$ cat src/rft_pkg.sv
package rft_pkg;

  localparam int SignalWidth   = 16;
  localparam int AmpWidth      = 15;
  localparam int BetaWidth     = 16;
  localparam int BetaFrac      = 14;
  localparam int HoldWidth     = 16;
  localparam int CountWidth    = 10;
  localparam int CmdWidth      = 16;
  localparam int CfgIndexWidth = 2;
  localparam int CfgDataWidth  = 16;
  localparam int ProdWidth     = BetaWidth + SignalWidth;
  localparam int CmpWidth      = ProdWidth + 1;

  localparam logic [AmpWidth-1:0]  AmpReset  = AmpWidth'(4096);
  localparam logic [HoldWidth-1:0] ElapsedMax = '1;

  typedef enum logic [1:0] {
    KIND_SAMPLE  = 2'd0,
    KIND_TICK    = 2'd1,
    KIND_ENABLE  = 2'd2,
    KIND_DISABLE = 2'd3
  } kind_t;

  typedef enum logic [CfgIndexWidth-1:0] {
    REG_AMPLITUDE = 2'd0,
    REG_BETA      = 2'd1,
    REG_HOLD      = 2'd2,
    REG_CONFIRM   = 2'd3
  } cfg_index_t;

  typedef struct packed {
    logic [AmpWidth-1:0]          amplitude;
    logic signed [BetaWidth-1:0]  beta;
    logic [HoldWidth-1:0]         hold;
    logic [CountWidth-1:0]        confirm;
  } cfg_t;

  typedef struct packed {
    logic                          enabled;
    logic                          first_sample;
    logic                          output_negative;
    logic signed [SignalWidth-1:0] peak_high;
    logic signed [SignalWidth-1:0] peak_low;
    logic                          reached_high;
    logic                          reached_low;
    logic [CountWidth-1:0]         confirm_counter;
    logic [HoldWidth-1:0]          elapsed_ms;
  } state_t;

endpackage

$ cat src/rft_in_if.sv
interface rft_in_if;
  logic                                   valid;
  logic                                   ready;
  logic [1:0]                             kind;
  logic signed [rft_pkg::SignalWidth-1:0] error_value;

  modport source (output valid, kind, error_value, input ready);
  modport sink (input valid, kind, error_value, output ready);
endinterface

$ cat src/rft_out_if.sv
interface rft_out_if;
  logic                                valid;
  logic                                ready;
  logic signed [rft_pkg::CmdWidth-1:0] command;
  logic                                switched;

  modport source (output valid, command, switched, input ready);
  modport sink (input valid, command, switched, output ready);
endinterface

$ cat src/rft_step.sv
module rft_step (
  input  rft_pkg::state_t                     st,
  input  rft_pkg::cfg_t                       cfg,
  input  rft_pkg::kind_t                      kind,
  input  logic signed [rft_pkg::SignalWidth-1:0] err,
  output rft_pkg::state_t                     st_next,
  output logic                                has_result,
  output logic signed [rft_pkg::CmdWidth-1:0] command,
  output logic                                switched
);

  logic                                      new_low;
  logic                                      new_high;
  logic signed [rft_pkg::SignalWidth-1:0]    peak_sel;
  logic signed [rft_pkg::ProdWidth-1:0]      prod;
  logic signed [rft_pkg::CmpWidth-1:0]       err_ext;
  logic signed [rft_pkg::CmpWidth-1:0]       lhs;
  logic signed [rft_pkg::CmpWidth-1:0]       rhs;
  logic [rft_pkg::CountWidth:0]              cnt_inc;
  logic                                      hit;
  logic signed [rft_pkg::CmdWidth-1:0]       amp_s;

  assign new_low  = err < st.peak_low;
  assign new_high = err > st.peak_high;

  // threshold uses the peak as updated by this sample
  assign peak_sel = st.output_negative ? (new_low ? err : st.peak_low)
                                       : (new_high ? err : st.peak_high);
  assign prod     = cfg.beta * peak_sel;
  assign err_ext  = rft_pkg::CmpWidth'(err);
  assign lhs      = err_ext <<< rft_pkg::BetaFrac;
  assign rhs      = -(rft_pkg::CmpWidth'(prod));

  assign cnt_inc = {1'b0, st.confirm_counter} + 1'b1;
  assign hit     = cnt_inc >= {1'b0, cfg.confirm};
  assign amp_s   = signed'({1'b0, cfg.amplitude});

  always_comb begin
    st_next    = st;
    has_result = 1'b0;
    switched   = 1'b0;
    unique case (kind)
      rft_pkg::KIND_TICK: begin
        if (st.elapsed_ms != rft_pkg::ElapsedMax) begin
          st_next.elapsed_ms = st.elapsed_ms + 1'b1;
        end
      end
      rft_pkg::KIND_ENABLE: begin
        st_next.enabled         = 1'b1;
        st_next.first_sample    = 1'b1;
        st_next.output_negative = 1'b0;
        st_next.peak_high       = '0;
        st_next.peak_low        = '0;
        st_next.reached_high    = 1'b0;
        st_next.reached_low     = 1'b0;
        st_next.confirm_counter = '0;
      end
      rft_pkg::KIND_DISABLE: begin
        st_next.enabled = 1'b0;
      end
      rft_pkg::KIND_SAMPLE: begin
        has_result = 1'b1;
        if (!st.enabled) begin
          st_next = st;
        end else if (st.first_sample) begin
          st_next.first_sample    = 1'b0;
          st_next.elapsed_ms      = '0;
          st_next.confirm_counter = '0;
          st_next.peak_high       = '0;
          st_next.peak_low        = '0;
          st_next.reached_high    = err > 0;
          st_next.reached_low     = !(err > 0);
          st_next.output_negative = !(err > 0);
        end else if (st.elapsed_ms <= cfg.hold) begin
          st_next = st;
        end else if (st.output_negative) begin
          if (new_low) begin
            st_next.peak_low        = err;
            st_next.confirm_counter = '0;
          end else begin
            if (hit) begin
              st_next.reached_low     = 1'b1;
              st_next.confirm_counter = '0;
            end else begin
              st_next.confirm_counter = cnt_inc[rft_pkg::CountWidth-1:0];
            end
            st_next.peak_high = err;
          end
          if (st_next.reached_low && (lhs > rhs)) begin
            st_next.output_negative = 1'b0;
            st_next.elapsed_ms      = '0;
            st_next.reached_low     = 1'b0;
            switched                = 1'b1;
          end
        end else begin
          if (new_high) begin
            st_next.peak_high       = err;
            st_next.confirm_counter = '0;
          end else begin
            if (hit) begin
              st_next.reached_high    = 1'b1;
              st_next.confirm_counter = '0;
            end else begin
              st_next.confirm_counter = cnt_inc[rft_pkg::CountWidth-1:0];
            end
            st_next.peak_low = err;
          end
          if (st_next.reached_high && (lhs < rhs)) begin
            st_next.output_negative = 1'b1;
            st_next.elapsed_ms      = '0;
            st_next.reached_high    = 1'b0;
            switched                = 1'b1;
          end
        end
      end
      default: st_next = st;
    endcase
  end

  always_comb begin
    if (!st_next.enabled) begin
      command = '0;
    end else if (st_next.output_negative) begin
      command = -amp_s;
    end else begin
      command = amp_s;
    end
  end

endmodule

$ cat src/relay_feedback_tuner.sv
// latency: a sample transfer shows its result in the next cycle on the output register
// throughput: one item per cycle while no result waits unread; the state update is a
// single pass with one 16x16 multiply and compare between the input and the state
// registers; ticks, enables and disables give no result and are taken at that rate
// reset: synchronous, active high; drive disabled, configuration back to defaults
module relay_feedback_tuner (
  input  logic                                 clk,
  input  logic                                 rst,
  input  logic                                 cfg_we,
  input  logic [rft_pkg::CfgIndexWidth-1:0]    cfg_index,
  input  logic [rft_pkg::CfgDataWidth-1:0]     cfg_data,
  rft_in_if.sink                               in_item,
  rft_out_if.source                            out_item
);

  rft_pkg::cfg_t                        cfg;
  rft_pkg::state_t                      st;
  rft_pkg::state_t                      st_next;
  logic                                 in_xfer;
  logic                                 has_result;
  logic signed [rft_pkg::CmdWidth-1:0]  command_next;
  logic                                 switched_next;
  logic                                 out_valid;
  logic signed [rft_pkg::CmdWidth-1:0]  command;
  logic                                 switched;

  assign in_item.ready = !out_valid || out_item.ready;
  assign in_xfer       = in_item.valid && in_item.ready;

  rft_step u_step (
    .st         (st),
    .cfg        (cfg),
    .kind       (rft_pkg::kind_t'(in_item.kind)),
    .err        (in_item.error_value),
    .st_next    (st_next),
    .has_result (has_result),
    .command    (command_next),
    .switched   (switched_next)
  );

  always_ff @(posedge clk) begin
    if (rst) begin
      cfg.amplitude <= rft_pkg::AmpReset;
      cfg.beta      <= '0;
      cfg.hold      <= '0;
      cfg.confirm   <= '0;
    end else if (cfg_we) begin
      unique case (rft_pkg::cfg_index_t'(cfg_index))
        rft_pkg::REG_AMPLITUDE: cfg.amplitude <= cfg_data[rft_pkg::AmpWidth-1:0];
        rft_pkg::REG_BETA:      cfg.beta      <= signed'(cfg_data[rft_pkg::BetaWidth-1:0]);
        rft_pkg::REG_HOLD:      cfg.hold      <= cfg_data[rft_pkg::HoldWidth-1:0];
        rft_pkg::REG_CONFIRM:   cfg.confirm   <= cfg_data[rft_pkg::CountWidth-1:0];
        default:                cfg.confirm   <= cfg.confirm;
      endcase
    end
  end

  always_ff @(posedge clk) begin
    if (rst) begin
      st.enabled         <= 1'b0;
      st.first_sample    <= 1'b1;
      st.output_negative <= 1'b0;
      st.peak_high       <= '0;
      st.peak_low        <= '0;
      st.reached_high    <= 1'b0;
      st.reached_low     <= 1'b0;
      st.confirm_counter <= '0;
      st.elapsed_ms      <= '0;
    end else if (in_xfer) begin
      st <= st_next;
    end
  end

  always_ff @(posedge clk) begin
    if (rst) begin
      out_valid <= 1'b0;
    end else if (in_xfer && has_result) begin
      out_valid <= 1'b1;
    end else if (out_item.ready) begin
      out_valid <= 1'b0;
    end
  end

  always_ff @(posedge clk) begin
    if (in_xfer && has_result) begin
      command  <= command_next;
      switched <= switched_next;
    end
  end

  assign out_item.valid    = out_valid;
  assign out_item.command  = command;
  assign out_item.switched = switched;

  a_switch_state: assert property (@(posedge clk) disable iff (rst)
    out_valid && switched |-> st.enabled && !st.first_sample && st.elapsed_ms == '0)
    else $error("switch result without matching relay state");

  a_command_sign: assert property (@(posedge clk) disable iff (rst)
    out_valid && command != '0 |-> command[rft_pkg::CmdWidth-1] == st.output_negative)
    else $error("command sign differs from relay sign");

  a_enable_restart: assert property (@(posedge clk) disable iff (rst)
    in_xfer && in_item.kind == rft_pkg::KIND_ENABLE
      |=> st.enabled && st.first_sample && st.confirm_counter == '0)
    else $error("enable did not restart the relay");

  a_no_result_stall: assert property (@(posedge clk) disable iff (rst)
    in_xfer && !has_result && !out_item.ready |=> out_valid == $past(out_valid))
    else $error("output valid changed on an item without result");

endmodule
$ cat src/flat_wrapper.sv
// flat-port wrapper written by rule: the top's interface ports become plain ports
module relay_feedback_tuner_flat 
  (clk, rst, cfg_we, cfg_index, cfg_data, in_item_valid, in_item_kind, in_item_error_value, in_item_ready, out_item_valid, out_item_command, out_item_switched, out_item_ready);
  rft_in_if in_item_i ();
  rft_out_if out_item_i ();
  input  logic clk;
  input  logic rst;
  input  logic cfg_we;
  input  logic [rft_pkg::CfgIndexWidth-1:0] cfg_index;
  input  logic [rft_pkg::CfgDataWidth-1:0] cfg_data;
  input wire logic [$bits(in_item_i.valid)-1:0] in_item_valid;
  input wire logic [$bits(in_item_i.kind)-1:0] in_item_kind;
  input wire logic [$bits(in_item_i.error_value)-1:0] in_item_error_value;
  output wire logic [$bits(in_item_i.ready)-1:0] in_item_ready;
  output wire logic [$bits(out_item_i.valid)-1:0] out_item_valid;
  output wire logic [$bits(out_item_i.command)-1:0] out_item_command;
  output wire logic [$bits(out_item_i.switched)-1:0] out_item_switched;
  input wire logic [$bits(out_item_i.ready)-1:0] out_item_ready;
  assign in_item_i.valid = in_item_valid;
  assign in_item_i.kind = in_item_kind;
  assign in_item_i.error_value = in_item_error_value;
  assign in_item_ready = in_item_i.ready;
  assign out_item_valid = out_item_i.valid;
  assign out_item_command = out_item_i.command;
  assign out_item_switched = out_item_i.switched;
  assign out_item_i.ready = out_item_ready;
  relay_feedback_tuner u_core (.clk(clk), .rst(rst), .cfg_we(cfg_we), .cfg_index(cfg_index), .cfg_data(cfg_data), .in_item(in_item_i), .out_item(out_item_i));
endmodule
$ cat config.mk
export PLATFORM = sky130hd
export DESIGN_NAME = relay_feedback_tuner_flat
export DESIGN_NICKNAME = d
export VERILOG_FILES = /design/src/rft_pkg.sv /design/src/rft_in_if.sv /design/src/rft_out_if.sv /design/src/rft_step.sv /design/src/relay_feedback_tuner.sv /design/src/flat_wrapper.sv
export SDC_FILE = /design/constraint.sdc
export NUM_CORES = 1
export LEC_CHECK = 0
export ABC_AREA = 1
export BUFFER_PORTS_ARGS = -buffer_cell sky130_fd_sc_hd__buf_2
export CAP_MARGIN = 20
export CORE_MARGIN = 10
export CORE_UTILIZATION = 45
export DETAILED_ROUTE_END_ITERATION = 7
export GPL_TIMING_DRIVEN = 1
export SLEW_MARGIN = 10
export SYNTH_ARGS = -nofsm -noshare
export SYNTH_HDL_FRONTEND = slang
export SYNTH_HIERARCHICAL = 1
export SYNTH_SLANG_ARGS = --single-unit
$ cat constraint.sdc
create_clock -name clk -period 12.2 [get_ports clk]
set_clock_uncertainty 0.1 [all_clocks]
set_input_delay 2.44 -clock clk [delete_from_list [all_inputs] [get_ports clk]]
set_output_delay 2.44 -clock clk [all_outputs]
set_load 0.05 [all_outputs]
Word level (Yosys, flattened, before mapping)
Cells that the tools add are included.
{"block": "totals", "register_bits": 138, "inputBits": 41, "output_inout_bits": 19, "elab_cells": 116}
{"block": "op_classes", "add_sub_neg": 4, "n_mul": 1, "order_cmp": 7, "eq_ne": 16, "muxes": 44, "n_bitwise": 2, "n_reduce_logical": 25}
{"operator": "$mux 61", "n": 2}
{"operator": "$mux 16", "n": 7}
{"operator": "$mux 17", "n": 6}
{"operator": "$pmux 46 s2", "n": 1}
{"operator": "$mux 63", "n": 1}
{"operator": "$gt 30x33->1", "n": 1}
{"operator": "$lt 30x33->1", "n": 1}
{"operator": "$mux 33", "n": 1}
{"operator": "$neg 32->33", "n": 1}
{"operator": "$mul 16x16->32", "n": 1}
{"operator": "$pmux 16 s2", "n": 1}
{"operator": "$mux 10", "n": 3}
{"operator": "$mux 26", "n": 1}
{"operator": "$reduce_and 5->1", "n": 4}
{"operator": "$mux 1", "n": 19}
{"operator": "$add 16x1->16 const B", "n": 1}
{"operator": "$gt 16x1->1 const B", "n": 1}
{"operator": "$gt 16x16->1", "n": 1}
{"operator": "$le 16x16->1", "n": 1}
{"operator": "$lt 16x16->1", "n": 1}
{"operator": "$ne 16x16->1 const B", "n": 1}
{"operator": "$neg 15->16", "n": 1}
{"operator": "$mux 15", "n": 1}
{"operator": "$add 10x1->11 const B", "n": 1}
{"operator": "other kinds (21)", "n": 40}

Logic depth before layout (Yosys ltp)
Gate-level depths: netlist (run 1).
{"block": "logic_depth", "word_depth": 17, "ltp_mapped": 71, "ltp_nobuf": 68}

Hierarchy
The synthesis (run 1) kept the hierarchy.
{"mod": "rft_step", "n_inst": 1, "cells_per_inst": 2231, "area_per_inst_um2": 15705.1, "seq_area_each_um2": 0.0}
{"mod": "relay_feedback_tuner", "n_inst": 1, "cells_per_inst": 807, "area_per_inst_um2": 5730.5, "seq_area_each_um2": 2932.8}

Least setup slack after synthesis (run 1)
Ideal clock, no wire load.
{"block": "synth_timing", "path_type": "input-to-reg", "startpoint": "in in_item_error_value[11]", "endpoint": "reg u_core.command, in the netlist u_core/out_item.command[10] (data pin)", "setup_time_ps": 266, "t_arrival_ps": 11312, "required_time_ps": 11834, "slack_ps": 522, "path_stages": 63, "path_buffers": 4, "path_cell_list": "ha_1 nand2_1 inv_1 nand2_1 nor3b_2 nand2_1 nand2_1 nand2_1 nand3_2 buf_2 buf_2 a21oi_1 o21ai_0 nand2_1 inv_1 clkbuf_1 nand2_1 fa_1 [... 27 more ...] inv_1 nand3_1 nor2_1 inv_1 nor3_1 inv_1 a21oi_1 nor4_1 nand3_2 nand2_2 nand3_2 nand2_1 nand2_2 nand2_4 buf_2 nand3_1 nand2_1 nor2_1"}
{"block": "synth_between", "elab_chain_cells": 15, "word_cells_on_any_way": 33, "classes_between": "add/sub: 1; mul: 1; order compare: 5; mux: 23; reduce/logical: 3"}
{"item": "from (decl)", "line_no": "flat_wrapper.sv:13", "text": "input wire logic [$bits(in_item_i.error_value)-1:0] in_item_error_value;"}
{"item": "parallel branches: the longest is 11 deep, another holds $neg 32->33"}
{"item": "$mux 61 *", "line_no": "rft_step.sv:65", "text": "end else if (st.first_sample) begin"}
{"item": "$mux 63 *", "line_no": "rft_step.sv:63", "text": "if (!st.enabled) begin"}
{"item": "$pmux 46 s2 *", "line_no": "rft_step.sv:42", "text": "unique case (kind)"}
{"item": "$mux 15 *", "line_no": "rft_step.sv:123", "text": "end else if (st_next.output_negative) begin"}
{"item": "to (signal assigned)", "line_no": "relay_feedback_tuner.sv:86", "text": "command <= command_next;"}
{"item": "to (decl)", "line_no": "relay_feedback_tuner.sv:24", "text": "logic signed [rft_pkg::CmdWidth-1:0] command;"}
Mark *: on every way between the ends. The select of a mux whose other input is x is not followed.
A chain may end at the register's enable or synchronous reset.

Final worst setup path (run 1)
{"block": "layout_timing", "startpoint": "in in_item_error_value[10]", "endpoint": "reg u_core.command, in the netlist u_core/out_item.command[6] (data pin)"}
The elaborated chain is that of the path after synthesis.

==> metrics.cfg, run 1 <==
[status]
outcome=complete, no violations

[sta]
hold_slack_ns=0.3949
finalCritPeriodShare_pct=96.37
report.final.slew_viol_count=0
hold_viol=0
worst_pin_slew_ns=1.045
max_freq_ghz=0.08505
relSlewSlack_pct=30.34
min_period_ns=11.76
setup_viol=0

[logic_synthesis]
ys_types=51
synth_common_cells=inv_1 (646), nand2_1 (507), nor2_1 (389)
synth_top_flop_cell=dfxtp_1
synth_area_leaders=fa_1 (25%), inv_1 (11%), dfxtp_1 (11%)
synth.yosys.seq_area_share_pct=13.68
async_reset_ff_share_pct=0
syn-instance-count=3038
yosys_register_bits=138
synth_edf_count=17
syn_nets=3525
yosys.area.top_type_share_pct=24.56
synth_warnings=6
syn_area_um2=21440
syn_avg_cell_area_um2=7.056
synthDominantAreaCellType=fa_1
yosysMostFrequentCell=inv_1

[finish]
antenna_cells=0
area_delta_synth_final_pct=17.67
multi_input_area_um2=16020
instances_no_fill=3879
drive_above_1_share_pct=15.65
fillers=4593
post-route-util_pct=53.84
fin_nets=3746
seq_area_um2=2933

[floorplanning]
dieArea_um2=56770
rows=79
start_util_pct=45.75
core_region_area_um2=46850
fp.dieW_um=238.3
die_h_um=238.3
io_pins=60

[worst_setup_path]
r2r_end=u_core/out_item.command[6]
rrSetupSlack_ns=2.04
worst-endpoint-required_ns=12.33
end_kind=flip-flop
cp_slowest_stage_delay_ns=0.54
cp.arrival_ns=11.89
crit_top_cell=nand2_2
timing.rr.start=u_core/st[57]
path_max_fanout=7
worstSetupStartpointType=input pin
reg2regPathDepth=54
path_class=in -> reg
slowest_stage=fa_1

[job]
cap_violations=0

[cts]
clk_pin_slew_ns=0.07
htree_levels=4
ctsHoldBuffers=0
insertion_delay_ns=0.48
cts_buffers=17
clock-sinks=138
clockBufferDepth=2
cts_tree=yes
cts_root_buf=clkbuf_16

[routing]
drt_iter0_drc=1647
vias=20430
viasPerCell=5.268
drtAntennaViolNets=0
drc_errors=0
first_pass_iters=6
wl_per_cell_um=17.06
wl_mm=66.17

[global_routing]
antenna_found_initial=0
grt_pass1_wl_mm=105.2
grt_use_total_pct=23.25
grt_overflow=0
grt_max_degree=99
first_global_vias=19780

[placement]
io_buffers=59
hpwl_mm=51.45
place_congestion=0.9557
dp_cells=3820

[worst_hold_path]
hp-start=u_core/st[48]
holdPathEnd=u_core/st[48]
whs_path_depth=2
hold_path.class=reg -> reg

[power]
p_leak_nw=12.03
p_per_area_nw_per_um2=350.2
irDropWorstVdd_mv=0.4977

[power by group]
group,internal [mW],switching [mW]
combinational,3.77,4.06
sequential,0.487,0.0319
clock,0.262,0.222
[placed cells by master, fill, tap and decap left out, types with 8 or more instances in the layout]
| master | instances |
|---|---|
| edfxtp_1 | 17 |
| o22ai_1 | 26 |
| nor2_1 | 376 |
| dfxtp_1 | 121 |
| xor2_1 | 37 |
| nand3_1 | 162 |
| o221ai_1 | 11 |
| buf_4 | 255 |
| nor3_1 | 21 |
| o2111ai_1 | 10 |
| xnor2_1 | 19 |
| buf_2 | 58 |
| nand2_2 | 32 |
| ha_1 | 168 |
| fa_1 | 257 |
| buf_6 | 12 |
| inv_1 | 635 |
| o21ai_0 | 122 |
| nand2_1 | 486 |
| ha_4 | 14 |
| o21ai_1 | 14 |
| inv_2 | 9 |
| clkbuf_16 | 18 |
| a221oi_1 | 16 |
| a21oi_1 | 184 |
| a21oi_2 | 14 |
| nand3_2 | 8 |
| nand4_1 | 22 |
| nor2_2 | 14 |
[how the worst max path moves through the flow]
| stage | startpoint | to | slack (ns) |
|---|---|---|---|
| floorplan | in_item_error_value[11] | u_core/out_item.command[10] | 0.52 |
| global placement | in_item_error_value[15] | u_core/st[3] | -0.31 |
| detailed placement | in_item_error_value[15] | u_core/st[7] | -0.56 |
| CTS | in_item_error_value[15] | u_core/st[3] | 0.03 |
| global route | in_item_error_value[1] | u_core/out_item.command[9] | -0.03 |
| finish | in_item_error_value[10] | u_core/out_item.command[6] | 0.44 |
[repair_timing]
item | in CTS | in global routing
hold endpoints to repair | 0 | 0
buffers inserted | 0 | 25
setup endpoints to repair | 12 | 35
gates cloned | 0 | 2
gates resized for setup | 1 | 151
pin swaps | 0 | 68
[cell families (layout without fill, tap and decap cells)]
kind of cell	after synthesis	count (layout)	synth area share, %
and+or+nand+nor	1155	1155	22.49
buffers and inverters	789	1023	14.27
AOI/OAI and AO/OA	454	454	12.03
adders and majority gates	446	446	35.24
DFF	138	138	13.68
xor gates and xnor gates	56	56	2.288
[registers in the layout, summed over array words and instances (netlist names)]
| signal | cells |
|---|---|
| u_core/st | 63 |
| u_core/out_item.valid | 1 |
| u_core/cfg | 57 |
| u_core/out_item.command | 16 |
| u_core/out_item.switched | 1 |
[metal layers]
| metal | track usage (%) | share of wire (%) | vias up |
|---|---|---|---|
| li1 | - | - | 9894 |
| met1 | 30.43 | 43 | 9825 |
| met2 | 39.08 | 48 | 626 |
| met3 | 3.757 | 6.4 | 88 |
| met4 | 6.291 | 2.6 | 0 |
| met5 | 0 | 0 | - |
[worst max-delay path: cells and delay by family]
kind / cells / cell delay, ns
AOI/OAI and AO/OA: 4 / 0.62
and+or+nand+nor: 27 / 2.80
buffers and inverters: 18 / 1.83
xor gates and xnor gates: 1 / 0.17
adders and majority gates: 9 / 4.00
[metrics by stage]
| step | setup slack [ns] | area, um2 | total power, mW | setup TNS [ns] |
|---|---|---|---|---|
| global placement | -0.3117 | 23830 | 7.520 | -6.189 |
| detailed placement | -0.5611 | 23830 | 7.715 | -15.53 |
| global route | -0.02727 | 25220 | 9.787 | -0.1968 |
| finish | 0.4423 | 25220 | 8.833 | 0 |
| floorplan | 0.5225 | 21440 | 4.792 | 0 |
| CTS | 0.02783 | 24360 | 8.276 | 0 |
[area by class of cell]
cell class	count	share of cell area, %
Clock inverter	12	0.3026
Timing Repair Buffer	333	9.861
Sequential cell	138	11.63
Clock buffer	20	1.771
Inverter	658	9.911
Tap cell	607	3.011
Multi-Input combinational cell	2111	63.52
Note: power is estimated with default switching activity, not from simulation.
==> run 2, diff against run 1 <==
Settings changed: MAX_ROUTING_LAYER set to met4.
==> metrics.cfg, run 2 (synthesized netlist as in run 1, its figures left out) <==
[status]
outcome=complete, no violations  ; unchanged

[finish]
seq_area_um2=2933  ; unchanged
most-common-layout-cells=inv_1 (639), nand2_1 (496), nor2_1 (383)  ; was inv_1 (635), nand2_1 (486), nor2_1 (376)
final_common_cell=inv_1  ; unchanged
antenna_cells=0  ; unchanged
multi_input_area_um2=15790  ; was 16020 um2
reg_top3=u_core/st: 63 flops, u_core/cfg: 57 flops, u_core/out_item.command: 16 flops  ; unchanged
max_flop_register=u_core/st  ; unchanged
fillers=4660  ; was 4593
area_delta_synth_final_pct=16.08  ; was 17.67%
fin_nets=3726  ; was 3746
largest_reg_flops=63  ; unchanged
drive_above_1_share_pct=14.05  ; was 15.65%

[worst_hold_path]
hp-start=u_core/st[46]  ; was u_core/st[48]
whs_path_depth=2  ; unchanged
hold_path.class=reg -> reg  ; unchanged
holdPathEnd=u_core/st[46]  ; was u_core/st[48]

[cts]
htree_levels=4  ; unchanged
clockBufferDepth=2  ; unchanged
cts_root_buf=clkbuf_16  ; unchanged
ctsHoldBuffers=0  ; unchanged
insertion_delay_ns=0.48  ; about the same
clk_pin_slew_ns=0.06  ; was 0.07 ns
cts_tree=yes  ; unchanged
clock-sinks=138  ; unchanged
cts_buffers=17  ; unchanged

[floorplanning]
fp.dieW_um=238.3  ; unchanged
io_pins=60  ; unchanged
dieArea_um2=56770  ; unchanged
start_util_pct=45.75  ; unchanged
core_region_area_um2=46850  ; unchanged
rows=79  ; unchanged
die_h_um=238.3  ; unchanged

[worst_setup_path]
path_class=in -> reg  ; unchanged
cp_slowest_stage_delay_ns=0.61  ; was 0.54 ns
rrSetupSlack_ns=1.93  ; was 2.04 ns
worst-endpoint-required_ns=12.33  ; about the same
slowest_stage=fa_1  ; unchanged
end_kind=flip-flop  ; unchanged
timing.rr.start=u_core/st[55]  ; was u_core/st[57]
crit_family=adder cells  ; unchanged
reg2regPathDepth=57  ; was 54
cp.arrival_ns=11.86  ; was 11.89 ns
path_max_fanout=8  ; was 7
r2r_end=u_core/out_item.command[9]  ; was u_core/out_item.command[6]
critPathLaunch=in_item_error_value[11]  ; was in_item_error_value[10]
worstSetupStartpointType=input pin  ; unchanged
path_buf_inv=16  ; was 18

[routing]
first_pass_iters=6  ; unchanged
drtAntennaViolNets=0  ; unchanged
wl_mm=66.84  ; was 66.17 mm
vias=20480  ; was 20.43k
viasPerCell=5.307  ; was 5.268
wl_per_cell_um=17.32  ; was 17.06 um
drc_errors=0  ; unchanged
drt_iter0_drc=1492  ; was 1647

[power]
p_leak_nw=11.93  ; was 12.03 nW
swShare_pct=49.06  ; was 48.81%
irDropWorstVdd_mv=0.5909  ; was 0.4977 mV
p_clk_share_pct=6.5  ; was 5.5%
pwr-share-seq_pct=6.0  ; was 5.9%
power.net_switching_mw=4.286  ; was 4.311 mW
pwr-share-comb_pct=87.5  ; was 88.6%
finalPower_mw=8.735  ; was 8.833 mW
p_per_area_nw_per_um2=351.1  ; was 350.2 nW/um2
p_int_mw=4.450  ; was 4.522 mW

[sta]
max_freq_ghz=0.08529  ; was 0.08505 GHz
relSlewSlack_pct=23.25  ; was 30.34%
min_period_ns=11.73  ; was 11.76 ns
hold_slack_ns=0.3886  ; was 0.3949 ns
finalCritPeriodShare_pct=96.11  ; was 96.37%
worst_pin_slew_ns=1.147  ; was 1.045 ns
hold_viol=0  ; unchanged
tns_ns=0  ; unchanged
report.final.slew_viol_count=0  ; unchanged
setup_viol=0  ; unchanged
layout_setup_ws_ns=0.4749  ; was 0.4423 ns

[placement]
place_congestion=0.9592  ; was 0.9557
io_buffers=59  ; unchanged
hpwl_mm=52.34  ; was 51.45 mm
dp_slack_ns=-0.7353  ; was -0.5611 ns

[global_routing]
grt_max_degree=82  ; was 99
first_global_vias=19920  ; was 19.78k
grt_overflow=0  ; unchanged
grt_use_total_pct=24.24  ; was 23.25%
antenna_found_initial=0  ; unchanged
grt_pass1_wl_mm=106.0  ; was 105.2 mm

[job]
cap_violations=0  ; unchanged

run 2: changes by cell type in the layout (fill, tap and decap cells not counted), moves of 4 or more:
cell       before  now
nor2_2         14    9
buf_4         255  244
nand2_2        32   25
bufinv_16       0    4
buf_6          12    3
nand2_1       486  496
ha_4           14    5
a21oi_1       184  188
clkinv_2        7    2
ha_1          168  178
inv_1         635  639
nor2_1        376  383
run 2: what timing repair did:
item                                    4_1_cts  5_1_grt
buffers inserted                              0        4
hold endpoints to repair                      0        0
gates resized for setup                       5       81
gates cloned                                  0        3
endpoints found under the setup margin       32       35
pin swaps                                     0       21
run 2: power groups by stage:
stage | clock network, mW | registers [mW] | logic [mW]
3_5_place_dp | 0 | 0.529 | 7.18
5_1_grt | 0.603 | 0.524 | 8.54
2_1_floorplan | 0 | 0.521 | 4.27
4_1_cts | 0.583 | 0.519 | 7.24
6_report | 0.571 | 0.520 | 7.64
3_3_place_gp | 0 | 0.528 | 7.00
run 2: layout make-up:
class	instances	area share, %
Timing Repair Buffer	312	9.187
Clock inverter	15	0.8045
Inverter	658	9.997
Clock buffer	17	1.710
Sequential cell	138	11.79
Tap cell	607	3.052
Multi-Input combinational cell	2112	63.46
run 2: worst max-delay path by stage:
stage                                  endpoint  slack, ns  depth (start not counted)
finish               u_core/out_item.command[9]       0.47                         57
global route         u_core/out_item.command[9]      -0.05                         67
CTS                               u_core/st[15]       0.07                         63
detailed placement                 u_core/st[8]      -0.74                         63
global placement                   u_core/st[3]      -0.32                         63
floorplan           u_core/out_item.command[10]       0.52                         63
run 2: per-stage QoR:
stage               instances  utilization [%]  area (um2)
floorplan                3038                -       21440
global placement         3820            50.87       23830
detailed placement       3820            50.87       23830
CTS                      3852            52.22       24470
global route             3859            53.11       24880
finish                   3859            53.11       24880
run 2: worst min-delay path, cell delays in order (launching register included):
cell	delay (ns)
dfxtp_1	0.33
a21oi_1	0.04
nor2_1	0.08
run 2: metal layers:
layer	vias up	GRT usage, %	part of all wire [%]	wire length (um)
met5	-	-	0	0
met4	0	8.136	3.0	2011
met3	103	3.907	6.0	3995
met2	626	39.36	48	32120
met1	9900	30.31	43	28710
li1	9851	-	-	-
